[src/shortest_path_dijkstra_macros.svh]
// Assertion macros for the shortest path block.
// Used by the top level; relies on clk and rst_n being in scope.
`ifndef SHORTEST_PATH_DIJKSTRA_MACROS_SVH
`define SHORTEST_PATH_DIJKSTRA_MACROS_SVH

`ifndef SYNTHESIS
`define SPD_ASSERT_IMP(lbl, ante, cons) \
    lbl: assert property (@(posedge clk) disable iff (!rst_n) (ante) |-> (cons)) \
        else $error("spd assertion failed");
`define SPD_ASSERT_NXT(lbl, ante, cons) \
    lbl: assert property (@(posedge clk) disable iff (!rst_n) (ante) |=> (cons)) \
        else $error("spd assertion failed");
`else
`define SPD_ASSERT_IMP(lbl, ante, cons)
`define SPD_ASSERT_NXT(lbl, ante, cons)
`endif

`endif

[src/spd_ram.sv]
// Generic simple dual-port RAM: one write port, one registered read port.
// No dependencies.
module spd_ram #(
    parameter int DATA_W = 8,
    parameter int ADDR_W = 4
) (
    input  logic              clk,
    input  logic              we,
    input  logic [ADDR_W-1:0] waddr,
    input  logic [DATA_W-1:0] wdata,
    input  logic [ADDR_W-1:0] raddr,
    output logic [DATA_W-1:0] rdata
);

    logic [DATA_W-1:0] mem [2**ADDR_W];

    always_ff @(posedge clk)
    begin
        if (we)
        begin
            mem[waddr] <= wdata;
        end
        rdata <= mem[raddr];
    end

endmodule

[config.mk]
export PLATFORM = sky130hd
export DESIGN_NAME = spd_ram
export DESIGN_NICKNAME = d
export VERILOG_FILES = /design/src/shortest_path_dijkstra_macros.svh /design/src/spd_ram.sv
export SDC_FILE = /design/constraint.sdc
export NUM_CORES = 1
export LEC_CHECK = 0
export ABC_AREA = 1
export BUFFER_PORTS_ARGS = -buffer_cell sky130_fd_sc_hd__buf_2
export CAP_MARGIN = 20
export CORE_ASPECT_RATIO = 1.4
export CORE_UTILIZATION = 50
export CTS_CLUSTER_SIZE = 12
export DETAILED_ROUTE_END_ITERATION = 7
export PLACE_DENSITY = 0.7
export SKIP_CTS_REPAIR_TIMING = 1
export SLEW_MARGIN = 20
export SYNTH_ARGS = -nofsm -noshare
export SYNTH_HDL_FRONTEND = slang
export SYNTH_SLANG_ARGS = --single-unit
[constraint.sdc]
create_clock -name clk -period 1.22 [get_ports clk]
set_input_delay 0.244 -clock clk [delete_from_list [all_inputs] [get_ports clk]]
set_output_delay 0.244 -clock clk [all_outputs]
set_load 0.02 [all_outputs]
==> impl_results.md <==
* Outcome: finished, final reports clean
* Min-delay worst type: in2reg
* Area of the multi-input gates at about 1200 um^2
* Worst-Margin Slew at 0.4003 ns
* Leading cell type by number of instances after synthesis: nand2_1
* Fraction of synthesized area in multiplexers at 0%
* Die span in x at 92.77 um
* Hold Slack at approximately 0.21 ns
* Sequential share of power at between 40% and 50%
* Sequential cell area fraction in the yosys report at a little over two thirds
* Clock share of power at 45.9%
* Ys flop type: edfxtp_1
* # IOs at 26
* Final hold vios at 0
* DR DRC count at 0
* RSZ-0062 raised after global routing: no
* Synthesized flop and latch total at 136
* Fillers at ~940
* Placed Instance Area at slightly above 6000 um^2
* CTS Root Cell: clkbuf_16
* Net Sw Power at 0.002399 W
* Crit path launch: rdata[5]
* CTS tree: yes
* Post-synth EDFFs at between 100 and 150
* Switching part of the total power at 21.73%
* Die H at 129.1 um
* Worst EP arrival at 0.93 ns
* CP Cell Sequence: buf_2
* Ys Warns at 0
* DRT Pass-1 Iters at 5
* Largest family of logic cells by synthesized area: simple AND/OR/NAND/NOR gates
* Die area at around 12,000 um^2
* Detail Placement HPWL at 8.135 mm
* Area occupied by registers at about 4000 um^2
* Leakage power figure at around 3.0 nW
* Slowest cell on the critical path: dfxtp_1
* Number of antenna repair diodes at 0
* Synth top area share at 66.65%
* Initial antenna violation count at 0
* Post-Synth Adder-Cell Area at 0%
* WP data required at 0.98 ns
* Pwr/cell area at 1632 nW/um^2
* Initial DRC count at roughly 380
* CTS Buf Count at 17
* CTS max path bufs at 2
* P&R area growth vs syn at 17.34%
* Post-Synth XOR/XNOR Area at 0%
* Synth area leaders: edfxtp_1, nand2_1, nand3_1, inv_1, dfxtp_1
* Worst-Skew Late Latency at 0.41 ns
* Gr ovfl total at 0
* Layout cells sized above 1 at 13.14%
* Layout Cells excl Fill at 753
* Final #Nets at 614
* Routed WL per cell at 17.48 um
* Global-route wire length before repair at 20.20 mm
* Via/cell ratio at 5.224
* Hold path cells at 3
* Reg-to-reg slack, setup at 0.16 ns
* Relative slew slack at 73.32%
* Final WL at 13.17 mm
* Setup crit end kind: output port
* Initial Util at roughly half
* Cell internal pwr at 0.008642 W
* Combinational Power Share at 6.5%
* Finish-stage setup viols at 0
* Highest clock rate at around 860 MHz
* Synth Area in Compound Gates at 0%
* Tmin final at 1.169 ns
* CTS H-tree depth at 4
* Design Area, Final at 6766 um^2
* Clock-pin slew on the worst setup and hold paths at 0.06 ns
* IO buf count at 25
* Clk sinks at 136
* Worst r2r src: mem[0][0]
* Mean Syn Cell Area at between 10 and 15 um^2
* Max VDD drop at 0.9605 mV
* Worst setup SP type: flop
* Via count at 3,934
* Slew Viols, Final at 0
* Period utilisation layout at a little over nine tenths
* Placer Congestion at 0.8794
* Core Region at ~11,000 um^2
* FFs w/ async S/R, synth at 0%
* Vias in the first global route at 3,864
* Netlist cell types at 12
* DRT antenna net count at 0
* Family with the most delay on the worst path: flip-flops
* Worst path bufs/invs at 1
* CP Class: reg2out
* Crit. path cell count at 1
* Synth Area in Simple Gates at 21.05%
* Cell Area, Synth at 5767 um^2
* Cells after DPL at 721
* Max Cap Viol at 0
* Post-synth top cells: nand2_1, edfxtp_1, inv_1
* Largest net degree at the start of global routing at 65
* Yosys top cell by area: edfxtp_1
* Syn Nets at 569
* Depth of the worst register-to-register path at 6
* Final Skew at 0.006712 ns
* Gr usage total at 23.66%
* Critical R2R Capture: rdata[0]
* Crit-path max FO at 1
* Critical Path Max Stage Delay at about 0.34 ns
* Rows at 46
* Critical path endpoint: rdata[5]
* Synth Instances at 551
==> state kept, by name (all words and copies together), names as in the netlist <==
register / count
rdata: 8
mem: 128
==> cell families (layout without fill, tap and decap cells) <==
family,after synthesis,count (layout)
simple gates,289,289
flops,136,136
buf+inv,126,184
==> layout make-up <==
type	instances	area share (%)
Sequential cell	136	59.17
Multi-Input combinational cell	289	17.94
Clock buffer	19	6.398
Timing Repair Buffer	50	5.917
Inverter	102	5.658
Tap cell	144	2.663
Clock inverter	13	2.256
==> routing by layer <==
layer / wire length [um] / vias up / GRT usage (%)
met5: 0 / - / 0
met4: 524 / 0 / 12.85
met3: 731 / 41 / 5.223
met2: 6996 / 154 / 41.22
met1: 4914 / 1875 / 27.02
li1: - / 1864 / -
==> power groups by stage <==
stage               logic [W]  registers [W]  clock network [W]
finish               0.000714        0.00525            0.00507
global route         0.000782        0.00526            0.00530
CTS                  0.000718        0.00526            0.00511
detailed placement   0.000709        0.00535                  0
global placement     0.000697        0.00535                  0
floorplan            0.000369        0.00538                  0
==> cell usage in the layout, fill, tap and decap left out <==
cell	n
nand2_1	173
edfxtp_1	128
inv_1	100
nand3_1	97
buf_2	25
buf_4	18
nor2_1	17
clkbuf_16	17
dfxtp_1	8
buf_12	7
clkinvlp_4	3
clkinv_2	3
bufinv_16	3
inv_2	2
nand3b_1	2
clkinv_1	2
clkbuf_1	2
inv_6	2
==> per-stage QoR <==
| stage | power (W) | util (%) | setup slack, ns | TNS (ns) |
|---|---|---|---|---|
| final | 0.01104 | 59.98 | 0.05080 | 0 |
| after floorplan | 0.005752 | - | 0.02516 | 0 |
| after global routing | 0.01135 | 59.98 | 0.02202 | 0 |
| after detailed placement | 0.006061 | 54.79 | -0.08950 | -2.376 |
| after CTS | 0.01109 | 59.98 | 0.02663 | 0 |
| after global placement | 0.006045 | 54.79 | -0.06754 | -1.296 |
==> how the worst min path moves through the flow <==
stage                        start         to  slack, ns
after detailed placement  raddr[3]   rdata[7]       0.63
after global routing      raddr[3]   rdata[7]       0.20
final                     raddr[3]   rdata[7]       0.21
after global placement    raddr[3]   rdata[7]       0.63
after CTS                 raddr[3]   rdata[7]       0.19
after floorplan           wdata[0]  mem[0][0]       0.34
(Power assumes the default switching activity.)
