[src/shortest_path_dijkstra_macros.svh]
// Assertion macros for the shortest path block.
// Used by the top level; relies on clk and rst_n being in scope.
`ifndef SHORTEST_PATH_DIJKSTRA_MACROS_SVH
`define SHORTEST_PATH_DIJKSTRA_MACROS_SVH

`ifndef SYNTHESIS
`define SPD_ASSERT_IMP(lbl, ante, cons) \
    lbl: assert property (@(posedge clk) disable iff (!rst_n) (ante) |-> (cons)) \
        else $error("spd assertion failed");
`define SPD_ASSERT_NXT(lbl, ante, cons) \
    lbl: assert property (@(posedge clk) disable iff (!rst_n) (ante) |=> (cons)) \
        else $error("spd assertion failed");
`else
`define SPD_ASSERT_IMP(lbl, ante, cons)
`define SPD_ASSERT_NXT(lbl, ante, cons)
`endif

`endif

[src/spd_pkg.sv]
// Shared types and constants for the shortest path block.
// No dependencies.
package spd_pkg;

    localparam int NODE_AW    = 10;
    localparam int NODE_CNT_W = NODE_AW + 1;
    localparam int EDGE_AW    = 12;
    localparam int EDGE_CNT_W = EDGE_AW + 1;
    localparam int DIST_W     = 24;
    localparam int WEIGHT_W   = 14;

    localparam logic [NODE_CNT_W-1:0] MAX_NODES = NODE_CNT_W'(1 << NODE_AW);
    localparam logic [EDGE_CNT_W-1:0] MAX_EDGES = EDGE_CNT_W'(1 << EDGE_AW);
    localparam logic [DIST_W-1:0]     DIST_MAX  = '1;

    localparam logic [1:0] FUNC_ADD   = 2'd0;
    localparam logic [1:0] FUNC_QUERY = 2'd1;
    localparam logic [1:0] FUNC_CLEAR = 2'd2;

    typedef struct packed {
        logic [1:0]            func;
        logic [NODE_AW-1:0]    node_a;
        logic [NODE_AW-1:0]    node_b;
        logic [WEIGHT_W-1:0]   weight;
        logic [NODE_CNT_W-1:0] node_count;
    } cmd_t;

    typedef struct packed {
        logic [DIST_W-1:0] distance;
        logic              reachable;
    } res_t;

    typedef struct packed {
        logic [NODE_AW-1:0]  a;
        logic [NODE_AW-1:0]  b;
        logic [WEIGHT_W-1:0] w;
    } edge_t;

    typedef struct packed {
        logic              fin;
        logic              inf;
        logic [DIST_W-1:0] cost;
    } node_t;

    localparam int EDGE_W = $bits(edge_t);
    localparam int NODE_W = $bits(node_t);

    typedef struct packed {
        logic                we;
        logic [NODE_AW-1:0]  waddr;
        node_t               wdata;
        logic [NODE_AW-1:0]  raddr;
    } node_port_t;

    typedef struct packed {
        logic                we;
        logic [EDGE_AW-1:0]  waddr;
        edge_t               wdata;
        logic [EDGE_AW-1:0]  raddr;
    } edge_port_t;

    typedef struct packed {
        logic [DIST_W-1:0]   base;
        logic [WEIGHT_W-1:0] addend;
        logic [DIST_W-1:0]   cur;
        logic                cur_inf;
    } unit_in_t;

    typedef struct packed {
        logic [DIST_W-1:0] sum;
        logic              less;
    } unit_out_t;

    typedef enum logic [2:0] {
        S_IDLE,
        S_INIT,
        S_SCAN,
        S_EREAD,
        S_EDEC,
        S_ERELAX,
        S_DST
    } state_t;

endpackage

[src/spd_unit.sv]
// Shared saturating add and compare unit for node scan and edge relaxation.
// Depends on spd_pkg.
module spd_unit (
    input  spd_pkg::unit_in_t  ui,
    output spd_pkg::unit_out_t uo
);
    import spd_pkg::*;

    logic [DIST_W:0] sum_wide;

    always_comb
    begin
        sum_wide = {1'b0, ui.base} + {{(DIST_W + 1 - WEIGHT_W){1'b0}}, ui.addend};
        uo.sum   = sum_wide[DIST_W] ? DIST_MAX : sum_wide[DIST_W-1:0];
        uo.less  = ui.cur_inf || (uo.sum < ui.cur);
    end

endmodule

[config.mk]
export PLATFORM = sky130hd
export DESIGN_NAME = spd_unit
export DESIGN_NICKNAME = d
export VERILOG_FILES = /design/src/shortest_path_dijkstra_macros.svh /design/src/spd_pkg.sv /design/src/spd_unit.sv
export SDC_FILE = /design/constraint.sdc
export NUM_CORES = 1
export LEC_CHECK = 0
export ABC_AREA = 1
export BUFFER_PORTS_ARGS = -buffer_cell sky130_fd_sc_hd__buf_2
export CAP_MARGIN = 10
export CORE_MARGIN = 5
export CORE_UTILIZATION = 43
export DETAILED_ROUTE_END_ITERATION = 12
export GPL_TIMING_DRIVEN = 0
export PLACE_DENSITY = 0.91
export RECOVER_POWER = 25
export SLEW_MARGIN = 15
export SYNTH_ARGS = -nofsm -noshare
export SYNTH_HDL_FRONTEND = slang
export SYNTH_SLANG_ARGS = --single-unit
[constraint.sdc]
create_clock -name vclk -period 2.7
set_clock_uncertainty 0.2 [all_clocks]
set_input_delay 0.135 -clock vclk [all_inputs]
set_output_delay 0.135 -clock vclk [all_outputs]
set_load 0.05 [all_outputs]
==> qor.csv, run 1 <==
metric,value,unit
Setup CP Type,input pin to output port,
IO Pins,88,
"Top cell by count, worst path",nand2_2,
via count of the routed design,2294,
DIE AREA,5160,um2
drc violations,0,
Post-Synth Simple-Gate Area,37.9,%
sw power,0.000508,W
CP max FO,3,
crit start category,input pin,
die height,71.9,um
largest net degree at the start of global routing,11,
DR pass1 iterations,4,
Reg area,0,um2
Initial Util,44.6,%
Worst EP required,2370,ps
Worst path max stage delay,380,ps
antenna violations before repair,0,
Synth Area in Compound Gates,14.8,%
critical-path cell list,buf_6 > ha_4 > fa_2 > nand2_2 > nand2_2 > nand3_2 > nand2_4 > a21oi_4 > o211ai_2 > nand2_2 > nor3_1 > nand3b_1 > ha_1 > nand4_1 > or3_4 > nor4_4 > nand2_2 > nand2_2 > nand2_4 > buf_8,
initial drt markers,106,
clock share of power,0,%
switching share of total power,63.9,%
vias in the first global route,2073,
"non-filler cells, final",444,
core area,3690,um2
max_slew headroom,59.3,%
GRT overflow,0,
Util after Layout,74.2,%
antenna diode count,0,
global-route wire length before repair,8120,um
WL/cell,13.7,um
Global Route Usage Sum,18.2,%
final worst path period need,3400,ps
multiplexer share of the synthesized area,0.608,%
CP bufs+invs,2,
detailed placer's ending HPWL,4100,um
largest family of logic cells by synthesized area,simple AND/OR/NAND/NOR gates,
Final Max Tran Viols,0,
post-route setup slack,-698,ps
power per standard cell area,290,nW/um2
sequential-to-total area share from yosys stat,0,%
Synth Net Count,384,
# setup viols final,1,
port bufs,88,
CP max-delay cell,or3_4,
TNS Setup,-698,ps
Via-to-Cell Ratio,5.17,
Worst-Margin Slew,613,ps
"Hold-fix buffers, CTS",0,
synthesized instance count,283,
FILL cells,289,
post-synthesis cell type count,34,
crit end category,output port,
failing checks,negative setup slack,
Seq pwr share,0,%
clock buf count,0,
Yosys Warn Count,0,
Area Overhead vs Synth,66.2,%
min-delay worst type,input pin to output port,
Mapped Area,1650,um2
Mean Syn Cell Area,5.81,um2
fmax,0.294,GHz
fin crit share,126,%
num rows,22,
setup repair after global routing missed its margin,true,
placer congestion estimate,0.883,
Gate power share,100.0,%
final hold violations,0,
leakage power,1.54,nW
WP data arrival,3060,ps
Die Wd,71.9,um
run status,finished with violations,
Pint,0.000286,W
max-cap violations,0,
xor/xnor share of the synthesized area,4.26,%
CP top delay family,simple AND/OR/NAND/NOR gates,
Adder-Cell Fraction of Synth Area,29.4,%
Placed Cells incl. Taps,419,
Peak supply drop,241,uV
antenna-violating nets left,0,
routed wire length,6060,um
count of flip-flops and latches,0,
layout cells sized above 1,44.2,%
# nets final,499,
## per-stage QoR
step	worst slack [ps]	instance area, um2	power (W)	hold WS (ps)
after global routing	-843	2740	0.000861	401
after global placement	-888	2150	0.000635	485
after floorplan	-906	1650	0.000486	255
final	-698	2740	0.000794	388
after CTS	-776	2350	0.000694	392
after detailed placement	-939	2150	0.000652	492
## cell usage in the layout (no fill, tap or decap), drive strengths merged, types with 7 or more instances in the layout
master and n:
ha 37, or2 8, a21oi 19, nand3 18, o21ai 13, buf 109
nor2 17, nand2 82, xor2 7, inv 55
## power by group through the flow
stage,clock network (W),registers (W),logic [W]
detailed placement,0,0,0.000652
finish,0,0,0.000794
global route,0,0,0.000861
CTS,0,0,0.000694
floorplan,0,0,0.000486
global placement,0,0,0.000635
## final timing paths
path	startpoint	cells past startpoint	slack, ps	endpoint
max	ui[25]	20	-700	uo[0]
min	ui[0]	4	390	uo[0]
## routing by layer
metal / up-vias / global-route usage (%) / wire, um
met5: - / 0 / 0
met3: 13 / 2.81 / 480
met4: 0 / 2.30 / 100
met2: 103 / 35.4 / 3050
met1: 1028 / 21.1 / 2430
li1: 1150 / - / -
## cell families (layout without fill, tap and decap cells)
family | after synthesis | in the layout
muxes | 1 | 1
buffers and inverters | 57 | 170
and+or+nand+nor | 140 | 140
AOI/OAI and AO/OA | 39 | 39
adders and majority gates | 38 | 38
xor gates and xnor gates | 8 | 8
## cell type report
type | count | area [um2] | area share (%)
Buffer | 2 | 22.5 | 0.823
Timing Repair Buffer | 113 | 652 | 23.8
Tap cell | 48 | 60.1 | 2.20
Multi-Input combinational cell | 226 | 1790 | 65.5
Inverter | 55 | 209 | 7.64
## synth_stat cells, drive strengths merged (3+ instances only)
library cell  number  area share [%]
a21oi             19             6.0
ha                37              28
inv               55              13
nand2             82              19
nand3             18             5.8
nand3b             3             1.4
nand4              5             1.9
nor2              17             4.3
nor3               3            0.91
o21ai             13             4.9
or2                8             3.0
xor2               7             3.7
## timing repair
| item | in CTS | in global routing |
|---|---|---|
| endpoints found under the setup margin | 1 | 2 |
| setup buffers | 16 | 10 |
| cloned | 0 | 1 |
| resized for setup | 17 | 56 |
| pin swaps | 13 | 30 |
No activity file was read; power rests on OpenSTA's default activity.
==> run 2: changes to the inputs <==
--- a/config.mk
+++ b/config.mk
@@ -12,7 +12,7 @@
 export CORE_UTILIZATION = 43
 export DETAILED_ROUTE_END_ITERATION = 12
 export GPL_TIMING_DRIVEN = 0
-export PLACE_DENSITY = 0.91
+export PLACE_DENSITY = 0.8
 export RECOVER_POWER = 25
 export SLEW_MARGIN = 15
 export SYNTH_ARGS = -nofsm -noshare
==> qor.csv, run 2 (synthesis results as in run 1) <==
metric,value,unit,change
run status,finished with violations,,
Worst-Margin Slew,607,ps,-6.20 ps
metal3 WL,340,um,-29%
clock buf count,0,,unchanged
met2 wire len,2660,um,-13%
Worst Hold Path Cells,4,,unchanged
TNS Setup,-632,ps,+65.2 ps
final hold violations,0,,unchanged
Die Wd,71.9,um,unchanged
Final Max Tran Viols,0,,unchanged
IO Pins,88,,unchanged
Critical Path Start,ui[25],,
via count of the routed design,2136,,-6.9%
layout cells sized above 1,41.6,%,-2.6 points
largest net degree at the start of global routing,11,,unchanged
fmax,0.300,GHz,+2.0%
wl on met1,2200,um,-9.8%
die height,71.9,um,unchanged
num rows,22,,unchanged
antenna-violating nets left,0,,unchanged
critical-path cell list,buf_6 > ha_4 > fa_2 > nand2_2 > nand2_2 > nand3_2 > nand2_4 > a21oi_4 > o211ai_2 > nand2_2 > buf_4 > or2_1 > nand3_1 > ha_1 > nand2_1 > nor2_1 > a211oi_1 > nor2_1 > nor4_2 > nand2_2 > nand2_4 > buf_8,,
antenna violations before repair,0,,unchanged
sw power,0.000500,W,-1.5%
Hold Crit Endpoint,uo[0],,
clock share of power,0,%,unchanged
Initial Util,44.6,%,unchanged
Global Route Usage Sum,17.1,%,-1.1 points
Via-to-Cell Ratio,4.93,,-4.5%
post-route setup slack,-632,ps,+65.2 ps
switching share of total power,63.5,%,-0.42 points
Worst EP required,2370,ps,about the same
worst hold slack,397,ps,+9.36 ps
DIE AREA,5160,um2,unchanged
power per standard cell area,297,nW/um2,+2.3%
drc violations,0,,unchanged
Worst path max stage delay,350,ps,-30 ps
"commonest non-fill, non-tap cell in the layout",buf_2,,
DR pass1 iterations,4,,unchanged
FILL cells,326,,+13%
GRT overflow,0,,unchanged
max-cap violations,0,,unchanged
Setup CP Type,input pin to output port,,
min-delay worst type,input pin to output port,,
Area Overhead vs Synth,61.1,%,
fin crit share,123,%,-2.4 points
HP Start,ui[0],,
CP max-delay cell,fa_2,,
multi-input gate area in the final layout,1800,um2,+0.28%
routed wire length,5290,um,-13%
WL/cell,12.2,um,-11%
placer congestion estimate,0.853,,-3.3%
vias in the first global route,1943,,-6.3%
top sig layer,met4,,
port bufs,88,,unchanged
initial drt markers,62,,-42%
Peak supply drop,197,uV,-18%
# setup viols final,1,,unchanged
final worst path period need,3330,ps,-65.2 ps
core area,3690,um2,unchanged
antenna diode count,0,,unchanged
most frequent cells in the layout,"buf_2 (79), nand2_1 (70), inv_1 (54), ha_1 (20), ha_4 (17)",,
leakage power,1.48,nW,-3.6%
# nets final,488,,-2.2%
Gate power share,100.0,%,about the same
Reg area,0,um2,unchanged
setup repair after global routing missed its margin,true,,
"Top cell by count, worst path",nand2_2,,
global-route wire length before repair,7660,um,-5.7%
crit end category,output port,,
crit start category,input pin,,
count of flip-flops and latches,0,,unchanged
WP data arrival,3000,ps,-60 ps
Seq pwr share,0,%,unchanged
detailed placer's ending HPWL,4050,um,-1.3%
Placed Cells incl. Taps,419,,unchanged
failing checks,negative setup slack,,
max_slew headroom,59.7,%,+0.41 points
CP max FO,3,,unchanged
"non-filler cells, final",433,,-2.5%
Pint,0.000287,W,+0.27%
==> run 2: cell count changes in the layout (fill, tap and decap cells not counted), sizes merged <==
cell  delta
buf     -11
==> run 2: worst max-delay path by stage <==
| stage | slack (ps) | to | cells past startpoint |
|---|---|---|---|
| final | -630 | uo[0] | 22 |
| after detailed placement | -960 | uo[0] | 20 |
| after global placement | -920 | uo[0] | 20 |
| after CTS | -750 | uo[0] | 20 |
| after global routing | -850 | uo[0] | 22 |
| after floorplan | -910 | uo[0] | 18 |
==> run 2: repair_timing <==
| action | CTS | global route |
|---|---|---|
| hold buffers | 0 | 0 |
| pin swaps | 13 | 14 |
| resized for setup | 17 | 51 |
| endpoints found under the setup margin | 1 | 1 |
| buffers inserted | 3 | 11 |
==> run 2: metrics by stage <==
stage               utilization (%)  setup slack (ps)  instance area [um2]  total power (W)
global route                   71.8              -851                 2650         0.000865
CTS                            60.7              -755                 2240         0.000673
global placement               58.4              -917                 2150         0.000639
detailed placement             58.4              -957                 2150         0.000651
floorplan                         -              -906                 1650         0.000486
finish                         71.8              -632                 2650         0.000787
==> run 2: area by class of cell <==
class	count	share of cell area, %
plain buffers	2	0.850
inverters	55	7.79
multi-input cells	226	67.8
well taps	48	2.27
repair buffers	102	21.3
==> run 2: power groups by stage <==
stage	Sequential (W)	Clock (W)	Combinational, W
global route	0	0	0.000865
detailed placement	0	0	0.000651
global placement	0	0	0.000639
floorplan	0	0	0.000486
CTS	0	0	0.000673
finish	0	0	0.000787
==> run 2: worst max-delay path, delay by kind of cell <==
kind                     cells  cell delay [ps]
buffers and inverters        3              350
AO/OA/AOI/OAI                3              410
AND/OR/NAND/NOR             13             1310
adder cells (fa/ha/maj)      3              800
==> run 2: routing by layer <==
layer  track usage [%]  vias to the layer above
li1                  -                     1123
met1              21.0                      939
met4              1.25                        0
met5                 0                        -
met2              33.2                       64
met3              1.40                       10
