<file path="config.mk">
export PLATFORM = sky130hd
export DESIGN_NAME = spd_seq
export DESIGN_NICKNAME = d
export VERILOG_FILES = /design/src/shortest_path_dijkstra_macros.svh /design/src/spd_pkg.sv /design/src/spd_seq.sv
export SDC_FILE = /design/constraint.sdc
export NUM_CORES = 1
export LEC_CHECK = 0
export ABC_AREA = 1
export ABC_CLOCK_PERIOD_IN_PS = 11970
export BUFFER_PORTS_ARGS = -buffer_cell sky130_fd_sc_hd__buf_4
export CORE_MARGIN = 2
export CORE_UTILIZATION = 57
export CTS_CLUSTER_DIAMETER = 200
export DETAILED_ROUTE_END_ITERATION = 16
export PLACE_DENSITY_LB_ADDON = 0.25
export SLEW_MARGIN = 20
export SYNTH_ARGS = -nofsm -noshare
export SYNTH_HDL_FRONTEND = slang
export SYNTH_SLANG_ARGS = --single-unit
</file>
<file path="constraint.sdc">
create_clock -name clk -period 11.97 [get_ports clk]
set_input_delay 2.394 -clock clk [delete_from_list [all_inputs] [get_ports clk]]
set_output_delay 2.394 -clock clk [all_outputs]
set_load 0.005 [all_outputs]
</file>
<file path="src/shortest_path_dijkstra_macros.svh">
// Assertion macros for the shortest path block.
// Used by the top level; relies on clk and rst_n being in scope.
`ifndef SHORTEST_PATH_DIJKSTRA_MACROS_SVH
`define SHORTEST_PATH_DIJKSTRA_MACROS_SVH

`ifndef SYNTHESIS
`define SPD_ASSERT_IMP(lbl, ante, cons) \
    lbl: assert property (@(posedge clk) disable iff (!rst_n) (ante) |-> (cons)) \
        else $error("spd assertion failed");
`define SPD_ASSERT_NXT(lbl, ante, cons) \
    lbl: assert property (@(posedge clk) disable iff (!rst_n) (ante) |=> (cons)) \
        else $error("spd assertion failed");
`else
`define SPD_ASSERT_IMP(lbl, ante, cons)
`define SPD_ASSERT_NXT(lbl, ante, cons)
`endif

`endif

</file>
<file path="src/spd_pkg.sv">
// Shared types and constants for the shortest path block.
// No dependencies.
package spd_pkg;

    localparam int NODE_AW    = 10;
    localparam int NODE_CNT_W = NODE_AW + 1;
    localparam int EDGE_AW    = 12;
    localparam int EDGE_CNT_W = EDGE_AW + 1;
    localparam int DIST_W     = 24;
    localparam int WEIGHT_W   = 14;

    localparam logic [NODE_CNT_W-1:0] MAX_NODES = NODE_CNT_W'(1 << NODE_AW);
    localparam logic [EDGE_CNT_W-1:0] MAX_EDGES = EDGE_CNT_W'(1 << EDGE_AW);
    localparam logic [DIST_W-1:0]     DIST_MAX  = '1;

    localparam logic [1:0] FUNC_ADD   = 2'd0;
    localparam logic [1:0] FUNC_QUERY = 2'd1;
    localparam logic [1:0] FUNC_CLEAR = 2'd2;

    typedef struct packed {
        logic [1:0]            func;
        logic [NODE_AW-1:0]    node_a;
        logic [NODE_AW-1:0]    node_b;
        logic [WEIGHT_W-1:0]   weight;
        logic [NODE_CNT_W-1:0] node_count;
    } cmd_t;

    typedef struct packed {
        logic [DIST_W-1:0] distance;
        logic              reachable;
    } res_t;

    typedef struct packed {
        logic [NODE_AW-1:0]  a;
        logic [NODE_AW-1:0]  b;
        logic [WEIGHT_W-1:0] w;
    } edge_t;

    typedef struct packed {
        logic              fin;
        logic              inf;
        logic [DIST_W-1:0] cost;
    } node_t;

    localparam int EDGE_W = $bits(edge_t);
    localparam int NODE_W = $bits(node_t);

    typedef struct packed {
        logic                we;
        logic [NODE_AW-1:0]  waddr;
        node_t               wdata;
        logic [NODE_AW-1:0]  raddr;
    } node_port_t;

    typedef struct packed {
        logic                we;
        logic [EDGE_AW-1:0]  waddr;
        edge_t               wdata;
        logic [EDGE_AW-1:0]  raddr;
    } edge_port_t;

    typedef struct packed {
        logic [DIST_W-1:0]   base;
        logic [WEIGHT_W-1:0] addend;
        logic [DIST_W-1:0]   cur;
        logic                cur_inf;
    } unit_in_t;

    typedef struct packed {
        logic [DIST_W-1:0] sum;
        logic              less;
    } unit_out_t;

    typedef enum logic [2:0] {
        S_IDLE,
        S_INIT,
        S_SCAN,
        S_EREAD,
        S_EDEC,
        S_ERELAX,
        S_DST
    } state_t;

endpackage

</file>
<file path="src/spd_seq.sv">
// Sequencer: edge loading, distance init, nearest-node scan, edge relaxation.
// Depends on spd_pkg; drives both RAMs and the shared unit.
module spd_seq (
    input  logic               clk,
    input  logic               rst_n,
    input  logic               start,
    input  spd_pkg::cmd_t      cmd,
    output logic               busy,
    output logic               res_valid,
    output spd_pkg::res_t      res,
    output spd_pkg::node_port_t node_port,
    input  spd_pkg::node_t     node_rdata,
    output spd_pkg::edge_port_t edge_port,
    input  spd_pkg::edge_t     edge_rdata,
    output spd_pkg::unit_in_t  ui,
    input  spd_pkg::unit_out_t uo
);
    import spd_pkg::*;

    state_t                state_reg, state_next;
    logic [NODE_CNT_W-1:0] n_reg, n_next;
    logic [NODE_AW-1:0]    src_reg, src_next;
    logic [NODE_AW-1:0]    dst_reg, dst_next;
    logic [NODE_CNT_W-1:0] idx_reg, idx_next;
    logic                  pend_reg, pend_next;
    logic [NODE_AW-1:0]    pidx_reg, pidx_next;
    logic                  found_reg, found_next;
    logic [DIST_W-1:0]     best_reg, best_next;
    logic [NODE_AW-1:0]    u_reg, u_next;
    logic [EDGE_CNT_W-1:0] eidx_reg, eidx_next;
    logic [EDGE_CNT_W-1:0] total_reg, total_next;
    logic [NODE_AW-1:0]    tgt_reg, tgt_next;
    logic [WEIGHT_W-1:0]   w_reg, w_next;
    logic                  res_valid_reg, res_valid_next;
    res_t                  res_reg, res_next;

    logic issue;
    logic edge_ok;
    logic hit_a;
    logic hit_b;
    logic last_edge;

    always_ff @(posedge clk or negedge rst_n)
    begin
        if (!rst_n)
        begin
            state_reg     <= S_IDLE;
            total_reg     <= '0;
            pend_reg      <= 1'b0;
            found_reg     <= 1'b0;
            res_valid_reg <= 1'b0;
        end
        else
        begin
            state_reg     <= state_next;
            total_reg     <= total_next;
            pend_reg      <= pend_next;
            found_reg     <= found_next;
            res_valid_reg <= res_valid_next;
        end
    end

    always_ff @(posedge clk)
    begin
        n_reg    <= n_next;
        src_reg  <= src_next;
        dst_reg  <= dst_next;
        idx_reg  <= idx_next;
        pidx_reg <= pidx_next;
        best_reg <= best_next;
        u_reg    <= u_next;
        eidx_reg <= eidx_next;
        tgt_reg  <= tgt_next;
        w_reg    <= w_next;
        res_reg  <= res_next;
    end

    always_comb
    begin
        state_next     = state_reg;
        n_next         = n_reg;
        src_next       = src_reg;
        dst_next       = dst_reg;
        idx_next       = idx_reg;
        pend_next      = 1'b0;
        pidx_next      = pidx_reg;
        found_next     = found_reg;
        best_next      = best_reg;
        u_next         = u_reg;
        eidx_next      = eidx_reg;
        total_next     = total_reg;
        tgt_next       = tgt_reg;
        w_next         = w_reg;
        res_valid_next = 1'b0;
        res_next       = res_reg;

        node_port       = '0;
        node_port.raddr = idx_reg[NODE_AW-1:0];
        edge_port       = '0;
        edge_port.raddr = eidx_reg[EDGE_AW-1:0];
        edge_port.waddr = total_reg[EDGE_AW-1:0];
        edge_port.wdata = '{a: cmd.node_a, b: cmd.node_b, w: cmd.weight};

        ui.base    = node_rdata.cost;
        ui.addend  = '0;
        ui.cur     = best_reg;
        ui.cur_inf = !found_reg;

        issue     = idx_reg < n_reg;
        edge_ok   = ({1'b0, edge_rdata.a} < n_reg) && ({1'b0, edge_rdata.b} < n_reg);
        hit_a     = edge_rdata.a == u_reg;
        hit_b     = edge_rdata.b == u_reg;
        last_edge = (eidx_reg + EDGE_CNT_W'(1)) == total_reg;

        case (state_reg)
            S_IDLE:
            begin
                if (start)
                begin
                    case (cmd.func)
                        FUNC_ADD:
                        begin
                            if (total_reg < MAX_EDGES)
                            begin
                                edge_port.we = 1'b1;
                                total_next   = total_reg + EDGE_CNT_W'(1);
                            end
                        end
                        FUNC_QUERY:
                        begin
                            if (({1'b0, cmd.node_a} < cmd.node_count) &&
                                ({1'b0, cmd.node_b} < cmd.node_count))
                            begin
                                n_next     = (cmd.node_count > MAX_NODES) ? MAX_NODES
                                                                          : cmd.node_count;
                                src_next   = cmd.node_a;
                                dst_next   = cmd.node_b;
                                idx_next   = '0;
                                state_next = S_INIT;
                            end
                            else
                            begin
                                res_valid_next = 1'b1;
                                res_next       = '0;
                            end
                        end
                        FUNC_CLEAR:
                        begin
                            total_next = '0;
                        end
                        default:
                        begin
                        end
                    endcase
                end
            end

            S_INIT:
            begin
                node_port.we    = 1'b1;
                node_port.waddr = idx_reg[NODE_AW-1:0];
                node_port.wdata = '{fin: 1'b0, inf: (idx_reg[NODE_AW-1:0] != src_reg),
                                    cost: '0};
                if (idx_reg == n_reg - NODE_CNT_W'(1))
                begin
                    idx_next   = '0;
                    found_next = 1'b0;
                    state_next = S_SCAN;
                end
                else
                begin
                    idx_next = idx_reg + NODE_CNT_W'(1);
                end
            end

            S_SCAN:
            begin
                if (issue)
                begin
                    idx_next  = idx_reg + NODE_CNT_W'(1);
                    pend_next = 1'b1;
                    pidx_next = idx_reg[NODE_AW-1:0];
                end
                if (pend_reg && !node_rdata.fin && !node_rdata.inf && uo.less)
                begin
                    best_next  = node_rdata.cost;
                    u_next     = pidx_reg;
                    found_next = 1'b1;
                end
                if (!issue && !pend_reg)
                begin
                    if (found_reg)
                    begin
                        node_port.we    = 1'b1;
                        node_port.waddr = u_reg;
                        node_port.wdata = '{fin: 1'b1, inf: 1'b0, cost: best_reg};
                        eidx_next       = '0;
                        if (total_reg == '0)
                        begin
                            idx_next   = '0;
                            found_next = 1'b0;
                        end
                        else
                        begin
                            state_next = S_EREAD;
                        end
                    end
                    else
                    begin
                        node_port.raddr = dst_reg;
                        state_next      = S_DST;
                    end
                end
            end

            S_EREAD:
            begin
                state_next = S_EDEC;
            end

            S_EDEC:
            begin
                if (edge_ok && (hit_a || hit_b))
                begin
                    tgt_next        = hit_a ? edge_rdata.b : edge_rdata.a;
                    node_port.raddr = hit_a ? edge_rdata.b : edge_rdata.a;
                    w_next          = edge_rdata.w;
                    state_next      = S_ERELAX;
                end
                else if (last_edge)
                begin
                    idx_next   = '0;
                    found_next = 1'b0;
                    state_next = S_SCAN;
                end
                else
                begin
                    eidx_next  = eidx_reg + EDGE_CNT_W'(1);
                    state_next = S_EREAD;
                end
            end

            S_ERELAX:
            begin
                ui.base    = best_reg;
                ui.addend  = w_reg;
                ui.cur     = node_rdata.cost;
                ui.cur_inf = node_rdata.inf;
                if (uo.less)
                begin
                    node_port.we    = 1'b1;
                    node_port.waddr = tgt_reg;
                    node_port.wdata = '{fin: node_rdata.fin, inf: 1'b0, cost: uo.sum};
                end
                if (last_edge)
                begin
                    idx_next   = '0;
                    found_next = 1'b0;
                    state_next = S_SCAN;
                end
                else
                begin
                    eidx_next  = eidx_reg + EDGE_CNT_W'(1);
                    state_next = S_EREAD;
                end
            end

            S_DST:
            begin
                res_valid_next = 1'b1;
                if (node_rdata.inf)
                begin
                    res_next = '0;
                end
                else
                begin
                    res_next = '{distance: node_rdata.cost, reachable: 1'b1};
                end
                state_next = S_IDLE;
            end

            default:
            begin
                state_next = S_IDLE;
            end
        endcase
    end

    assign busy      = state_reg != S_IDLE;
    assign res_valid = res_valid_reg;
    assign res       = res_reg;

endmodule

</file>
==> results of run 1 <==
==> cells in the mapped netlist (all sizes together) (2+ instances only) <==
master,instances,area share
nand2,333,0.11
inv,180,0.061
edfxtp,148,0.40
nor2,143,0.055
o21ai,133,0.060
buf,73,0.046
nand3,60,0.029
a21oi,52,0.023
ha,52,0.058
clkbuf,30,0.010
xor2,27,0.021
nor3,26,0.012
dfrtp,19,0.043
nand4,19,0.011
a22oi,14,0.0094
nor4,14,0.0078
xnor2,10,0.0078
or2,6,0.0034
nand3b,5,0.0034
o21bai,5,0.0034
a211oi,4,0.0027
a21o,4,0.0027
nor3b,4,0.0027
o311ai,4,0.0031
o211ai,3,0.0020
o21a,3,0.0020
o22ai,3,0.0017
a31oi,2,0.0011
and2,2,0.0011
and3,2,0.0011
==> kinds of logic (layout without fill, tap and decap cells) <==
family	count (synthesis)	in the layout	share of synthesized area
buffers and inverters	283	524	0.117
adder cells (fa/ha/maj)	52	52	0.0583
AND/OR/NAND/NOR	615	615	0.241
flip-flops	167	167	0.441
XOR/XNOR	38	38	0.0310
other	0	1	0
AO/OA/AOI/OAI	229	229	0.113
==> layout make-up <==
cell class	count	share of cell area
diodes	1	0.000181
clock buffers	20	0.0316
clock inverters	12	0.0120
inverters	180	0.0489
multi-input cells	934	0.358
flip-flops and latches	167	0.356
well taps	265	0.0240
repair buffers	312	0.169
==> routing by layer <==
metal	track usage	part of all wire	wire length [um]
met1	0.450	0.40	14100
met2	0.548	0.47	16400
met3	0.0693	0.097	3410
met4	0.143	0.035	1240
met5	0	0	0
==> per-stage QoR <==
step           std cells  hold WS (ps)  worst slack, ps
2_1_floorplan       1384           400             5520
3_3_place_gp        1858           401             4350
3_5_place_dp        1858           405             4210
4_1_cts             1890           415             4220
5_1_grt             1891           416             3870
6_report            1891           411             4130
==> path summary, 6_finish.rpt <==
check	startpoint	endpoint	slack (ps)	cells past startpoint
max	edge_rdata[32]	node_port[4]	4130	12
min	pidx_reg[6]	u_reg[6]	410	0
max reg2reg	n_reg[10]	eidx_reg[11]	8510	11
min reg2reg	pidx_reg[6]	u_reg[6]	410	0
max in group asynchronous	rst_n	total_reg[11]	9930	1
min in group asynchronous	rst_n	total_reg[0]	1820	1
==> power groups by stage <==
stage	Combinational, mW	Clock [mW]	Sequential [mW]
2_1_floorplan	0.0364	0	0.642
3_3_place_gp	0.0879	0	0.642
3_5_place_dp	0.0896	0	0.642
4_1_cts	0.0901	0.571	0.630
5_1_grt	0.0990	0.593	0.629
6_report	0.0903	0.567	0.630
==> worst max-delay path, stage by stage <==
cell and delay (ps):
buf_4 130, inv_1 50, nor2_1 30, nor3_1 310
nand4_1 690, nand2_1 300, nand3_1 230, inv_1 540
buf_4 410, nand2_1 90, o211ai_1 120, buf_4 140
==> metrics.md, run 1 <==
| Metric | Value |
|---|---|
| Floorplan row count | just over 50 |
| Clk Latency, worst-skew pair | about 430 ps |
| CTS Buf Count | 17 |
| Drt total wl | 35200 um |
| 1st-pass router iterations | 6 |
| Layout cells sized above 1 | 0.231 |
| Clock tree buffer depth | 2 |
| Leakage | between 6 and 7 nW |
| Die H | roughly 140 um |
| Dpl hpwl | 27500 um |
| Max reg flops | 25 |
| Count of cell types in the netlist | between 40 and 50 |
| Min-Delay Path Class | flip-flop to flip-flop |
| Seq cells post-synth | approximately 170 |
| Total gr overflow | 0 |
| Clock power share | 0.441 |
| Fin Setup TNS | 0 ps |
| Psw | roughly 0.28 mW |
| Port bufs | slightly above 300 |
| Multi-input gate area | a little under 5000 um2 |
| Root Driver | clkbuf_16 |
| Worst EP arrival | 5450 ps |
| Net count after synthesis | about 1600 |
| Gr usage total | 0.341 |
| Pwr per Cell Area | ~93 nW/um2 |
| CTS resizes | 0 |
| Seq/Total Area, Yosys | 0.441 |
| Post-CTS Hold Buffers | 0 |
| Unrepaired setup endpoints after global routing | false |
| Slew margin rel. | 0.438 |
| Maximum clock rate | about 130 MHz |
| Syn Inst Count | 1384 |
| Commonest non-fill, non-tap cell in the layout | nand2_1 |
| Placer Congestion | around 0.95 |
| Hold Vio Cnt, Final | 0 |
| DP Area | 13200 um2 |
| Initial antenna violation count | 1 |
| Drt wl/cell | between 15 and 20 um |
| Vias | between 10000 and 15000 |
| Final instance area | 13800 um2 |
| Slew Limit Fails | 0 |
| Die ar. | ~21000 um2 |
| Tmin final | approximately 8000 ps |
| Number of H-tree levels | 4 |
| First-pass GRT wire length | roughly 53000 um |
| Sequential share of power | 0.489 |
| Slew at the pin closest to its max-slew limit | around 840 ps |
| IO Pins | about 330 |
| Startpoint Class | input port |
| Largest net degree at the start of global routing | between 100 and 150 |
| Tot Pwr | between 1 and 1.5 mW |
| Gate power share | 0.070 |
| Switching share of power | 0.216 |
| Internal | around 1.0 mW |
| Fillers | between 1500 and 2000 |
| CP Max Fanout | 21 |
| Status | complete, no violations |
| CTS tree | done |
| Mean Syn Cell Area | between 8 and 9 um2 |
| FF+latch area | a little under 5000 um2 |
| Endpoints failing setup | 0 |
| CP endpoint kind | output port |
| Critical path class | input port to output port |
| Synthesis warning total | 0 |
| Syn Std Cell Area | approximately 11000 um2 |
| Final Core Density | 0.715 |
| Vias in the first global route | 9659 |
| Setup bufs post-CTS | 0 |
| Max-Cap Viols | 0 |
| Worst Clk Skew | about 11 ps |
| Most frequent cells in the layout | nand2_1, buf_4, inv_1 |
| Vias per cell | between 5 and 6 |
| Asr flop ratio synth | 0.114 |
| CTS sink cnt | about 170 |
| Critical path data required time | between 9000 and 10000 ps |
| Final nets | ~1800 |
| Register clock-pin slew on the reported worst setup and hold paths | 60 ps |
| Initial DRC Count | ~1300 |
| Initial core utilization | 0.577 |
| DRC viols | 0 |
| Die W | between 100 and 150 um |
| Part of the cycle the worst path needs | 0.655 |
| Top_reg_cell synth | edfxtp_1 |
| VDD IR max | 102 uV |
| Core footprint | approximately 19000 um2 |
| Layout area overhead | 23.9% |
| ANT nets after route | 0 |
| Number of enable flip-flop cells after synthesis | roughly 150 |
Power figures use the tool's default switching activity.
==> inputs of run 2 (changes only) <==
ABC_CLOCK_PERIOD_IN_PS = 7900   (was 11970)
CORE_UTILIZATION = 53   (was 57)
clock period = 7.9 ns   (was 11.97 ns; I/O delays follow)
==> run 2 against run 1 <==
Global-route usage shrank 2.8 points; combinational power grew 51%; non-clock buffer count shrank 1; clock skew shrank 0.85 ps; clock power grew 35%; sequential power grew 51%; routed wire length shrank 0.70%; final cell count grew 0.48%; critical endpoint unchanged; highest routed layer unchanged.
==> metrics.md, run 2 (synthesis gave the netlist of run 1 again) <==
| Metric | Value |
|---|---|
| Status | complete, no violations |
| 1st-pass router iterations | 5 |
| Initial DRC Count | 893 |
| Port bufs | 302 |
| Part of the cycle the worst path needs | 0.729 |
| Clock tree buffer depth | 2 |
| Maximum clock rate | 174 MHz |
| Worst Setup Slack post-DPL | roughly 2200 ps |
| IO Pins | 331 |
| Hold_ws | ~420 ps |
| Worst EP arrival | between 4000 and 5000 ps |
| Worst reg2reg endpoint | eidx_reg[1] |
| Clk Latency, worst-skew pair | approximately 430 ps |
| Total gr overflow | 0 |
| CP cell instances | buf_4, xnor2_1, nand3_1, nor2_1, nand4_1, nand2_1, nand3_1, inv_1, nand2_1, o211ai_1, buf_4 |
| Fin Setup TNS | 0 ps |
| Gr usage total | 0.312 |
| Die ar. | 22200 um2 |
| Register clock-pin slew on the reported worst setup and hold paths | roughly 60 ps |
| Startpoint Class | input port |
| Core footprint | around 21000 um2 |
| Fillers | ~1800 |
| Die H | between 100 and 150 um |
| Largest stage delay on the critical path | about 670 ps |
| Die W | 149 um |
| Drt total wl | approximately 35000 um |
| VDD IR max | 168 uV |
| Leakage | between 6 and 7 nW |
| Slew Limit Fails | 0 |
| Slew margin rel. | 0.422 |
| Multi-input gate area | between 4000 and 5000 um2 |
| DRC viols | 0 |
| CTS Buf Count | 17 |
| Worst Clk Skew | 10.6 ps |
| Hold Vio Cnt, Final | 0 |
| Largest net degree at the start of global routing | just over 100 |
| Worst Hold Depth | 0 |
| CP max stage cell | nand4_1 |
| Vias in the first global route | ~9500 |
| Slew at the pin closest to its max-slew limit | between 800 and 900 ps |
| Unrepaired setup endpoints after global routing | false |
| Critical path data required time | around 6300 ps |
| Min-Delay Path Class | flip-flop to flip-flop |
| Setup bufs post-CTS | 0 |
| Hold Path Sink | u_reg[3] |
| Drt wl/cell | 18.4 um |
| Setup slack, reg-to-reg | roughly 4400 ps |
| CTS resizes | 0 |
| Floorplan row count | 53 |
| Max reg flops | 25 |
| Post-CTS Hold Buffers | 0 |
| Worst path bufs/invs | 3 |
| Initial core utilization | 0.536 |
| Tot Pwr | approximately 1.9 mW |
| Pwr per Cell Area | around 130 nW/um2 |
| Tmin final | between 5000 and 6000 ps |
| CP endpoint kind | output port |
| Root Driver | clkbuf_16 |
| Placer Congestion | 0.930 |
| Number of H-tree levels | 4 |
| Critical path class | input port to output port |
| Initial antenna violation count | 1 |
| Family with the most delay on the worst path | simple AND/OR/NAND/NOR gates |
| Layout area overhead | 23.3% |
| Endpoints failing setup | 0 |
| Max-Cap Viols | 0 |
| FF+latch area | just under 5000 um2 |
| Commonest non-fill, non-tap cell in the layout | nand2_1 |
| Reg2Reg Depth | 10 |
| RR Startpoint | idx_reg[6] |
| Vias per cell | ~5.5 |
| Layout cells sized above 1 | 0.231 |
| First-pass GRT wire length | 52600 um |
| Final nets | approximately 1800 |
| Final worst slack | 2140 ps |
| ANT nets after route | 0 |
| CP Max Fanout | 21 |
| Final Core Density | 0.661 |
| Hold path startpoint | pidx_reg[3] |
| CTS sink cnt | ~170 |
| Most frequent cells in the layout | nand2_1, buf_4, inv_1 |
| Vias | about 10000 |
| Dpl hpwl | between 20000 and 30000 um |
| CTS tree | done |
run 2: cell count changes in the layout (fill, tap and decap cells not counted), moves of 2 or more:
cell       delta
bufinv_16     -3
clkinv_1      +2
clkbuf_1      -2
clkinv_2      +2
clkinv_4      +3
run 2: how the worst max path moves through the flow:
stage / from / end / slack [ps] / depth (start not counted)
global route: edge_rdata[29] / node_port[3] / 1820 / 11
global placement: edge_rdata[24] / node_port[4] / 2250 / 11
finish: edge_rdata[24] / node_port[4] / 2140 / 11
detailed placement: edge_rdata[24] / node_port[3] / 2210 / 11
floorplan: node_rdata[24] / best_reg[0] / 2350 / 1
CTS: edge_rdata[24] / node_port[3] / 2210 / 11
run 2: final cells by class:
type / instances / area share
Multi-Input combinational cell: 934 / 0.360
Sequential cell: 167 / 0.357
Timing Repair Buffer: 311 / 0.170
Inverter: 180 / 0.0491
Clock buffer: 18 / 0.0312
Tap cell: 275 / 0.0250
Clock inverter: 14 / 0.00736
Antenna cell: 1 / 0.000182
run 2: report_power, final:
| part | total (mW) | internal (mW) | leakage (nW) | switching (mW) |
|---|---|---|---|---|
| registers | 0.954 | 0.954 | 1.58 | 0 |
| clock network | 0.766 | 0.403 | 0.252 | 0.363 |
| logic | 0.136 | 0.0717 | 4.48 | 0.0645 |
| total | 1.86 | 1.43 | 6.31 | 0.427 |
run 2: through the flow:
step                      std cells  area [um2]
after floorplan                1384       11200
after global placement         1867       13200
after detailed placement       1867       13200
after CTS                      1899       13800
after global routing           1900       13800
final                          1900       13800
run 2: routing by layer:
metal  GRT usage  up-vias  wire length (um)
met5           0        -                 0
met4       0.110        0              1040
met3      0.0670       78              3540
met2       0.511      530             16300
met1       0.412     4794             14100
li1            -     4994                 -
==> inputs of run 3 (changes only) <==
ABC_CLOCK_PERIOD_IN_PS = 5600   (was 7900)
clock period = 5.6 ns   (was 7.9 ns; I/O delays follow)
==> run 3 against run 2 <==
Utilization up 0.79 points; clock power increased by 71%; setup slack got worse by 1700 ps; hold slack worse by 2.9 ps; count of clock-buffer cells in the layout shrank 1; largest cell class unchanged; largest power group unchanged.
==> metrics.md, run 3 (synthesis gave the netlist of run 1 again) <==
| Metric | Value |
|---|---|
| Placer Congestion | between 0.9 and 1 |
| Post-CTS Hold Buffers | 0 |
| DRC viols | 0 |
| Worst Hold Depth | 0 |
| 1st-pass router iterations | 5 |
| Die ar. | around 22000 um2 |
| Initial antenna violation count | 4 |
| Vias | about 11000 |
| Worst Clk Skew | about 14 ps |
| Max-Cap Viols | 0 |
| Port bufs | roughly 300 |
| Dpl hpwl | 28300 um |
| Stages on worst setup path | 14 |
| CTS sink cnt | approximately 170 |
| Worst path bufs/invs | 4 |
| Register clock-pin slew on the reported worst setup and hold paths | 70 ps |
| ANT nets after route | 0 |
| Fin Setup TNS | 0 ps |
| Initial core utilization | 0.536 |
| Gr usage total | 0.326 |
| Most frequent cells in the layout | nand2_1, buf_4, inv_1 |
| Unrepaired setup endpoints after global routing | false |
| Endpoints failing setup | 0 |
| Setup bufs post-CTS | 0 |
| Worst Setup Slack post-DPL | approximately 940 ps |
| CTS tree | done |
| Leakage | 6.39 nW |
| Status | complete, no violations |
| Clock tree buffer depth | 2 |
| Min-Delay Path Class | flip-flop to flip-flop |
| Root Driver | clkbuf_16 |
| Clk Latency, worst-skew pair | between 400 and 500 ps |
| Final Core Density | 0.669 |
| CP cell instances | ha_1, a21oi_1, o21ai_0, nand3_1, and2_1, nand2_1, nand2_1, inv_2, nand2_1, buf_4, inv_1, nand2_1, nand2_1, buf_4 |
| Commonest non-fill, non-tap cell in the layout | nand2_1 |
| Layout area overhead | 24.7% |
| CTS resizes | 0 |
| Number of H-tree levels | 4 |
| IO Pins | between 300 and 400 |
| CP max stage cell | edfxtp_1 |
| Startpoint Class | flip-flop |
| Layout cells sized above 1 | 0.235 |
| Core footprint | 20800 um2 |
| CP endpoint kind | output port |
| Hold Vio Cnt, Final | 0 |
| Vias per cell | around 5.6 |
| Maximum clock rate | 192 MHz |
| Floorplan row count | 53 |
| Cell mode on critical path | nand2_1 |
| Final worst slack | roughly 390 ps |
| Drt total wl | 36800 um |
| Part of the cycle the worst path needs | 0.931 |
| Die W | between 100 and 150 um |
| Total gr overflow | 0 |
| Family with the most delay on the worst path | simple AND/OR/NAND/NOR gates |
| Max reg flops | 25 |
| Critical path class | flip-flop to output port |
| Pwr per Cell Area | ~200 nW/um2 |
| Die H | 149 um |
| Final instance area | 13900 um2 |
| Slew margin rel. | 0.398 |
| First-pass GRT wire length | 55300 um |
| Reg2Reg Depth | 10 |
| DP Area | around 13000 um2 |
| Tmin final | ~5200 ps |
| VDD IR max | between 200 and 250 uV |
| Final nets | approximately 1800 |
| Vias in the first global route | about 10000 |
| CP Max Fanout | 33 |
| CTS Buf Count | 17 |
| Initial DRC Count | a little over 1000 |
| Largest stage delay on the critical path | about 700 ps |
| Largest net degree at the start of global routing | 100 |
| Critical path data required time | between 4000 and 5000 ps |
| Slew at the pin closest to its max-slew limit | 897 ps |
| Slew Limit Fails | 0 |
| Drt wl/cell | between 15 and 20 um |
| Worst EP arrival | a little over 4000 ps |
-- run 3: cell count changes in the layout (fill, tap and decap cells not counted), sizes merged --
| cell | change |
|---|---|
| clkinvlp | -2 |
| inv | +5 |
| buf | +4 |
| clkbuf | -1 |
| clkinv | -6 |
| diode | +4 |
| bufinv | +4 |
-- run 3: metrics by stage --
stage          cells  power, mW  hold slack (ps)
2_1_floorplan   1384       1.45              400
3_3_place_gp    1871       1.56              401
5_1_grt         1908       2.93              428
3_5_place_dp    1871       1.57              405
4_1_cts         1903       2.86              421
6_report        1908       2.85              419
-- run 3: path summary, 6_finish.rpt --
check,start,end,slack [ps]
min in group asynchronous,rst_n,total_reg[11],550
max,idx_reg[2],node_port[41],390
min reg2reg,pidx_reg[3],u_reg[3],420
min,pidx_reg[3],u_reg[3],420
max in group asynchronous,rst_n,total_reg[6],4800
max reg2reg,idx_reg[2],eidx_reg[1],1910
-- run 3: power by group --
group	internal, mW	switching (mW)	total (mW)
combinational	0.101	0.0936	0.195
clock	0.768	0.542	1.31
sequential	1.35	0	1.35
-- run 3: area by class of cell --
type                            instances  area [um2]
Sequential cell                       167        4920
Multi-Input combinational cell        934        4950
Fill cell                            1736        6900
Antenna cell                            5        12.5
Timing Repair Buffer                  315        2360
Clock buffer                           17         425
Clock inverter                         15         230
Inverter                              180         676
Tap cell                              275         344
-- run 3: metal layers --
| metal | part of all wire | track usage | wire length, um |
|---|---|---|---|
| met3 | 0.10 | 0.0657 | 3710 |
| met2 | 0.46 | 0.520 | 16900 |
| met1 | 0.40 | 0.439 | 14800 |
| met5 | 0 | 0 | 0 |
| met4 | 0.038 | 0.129 | 1400 |
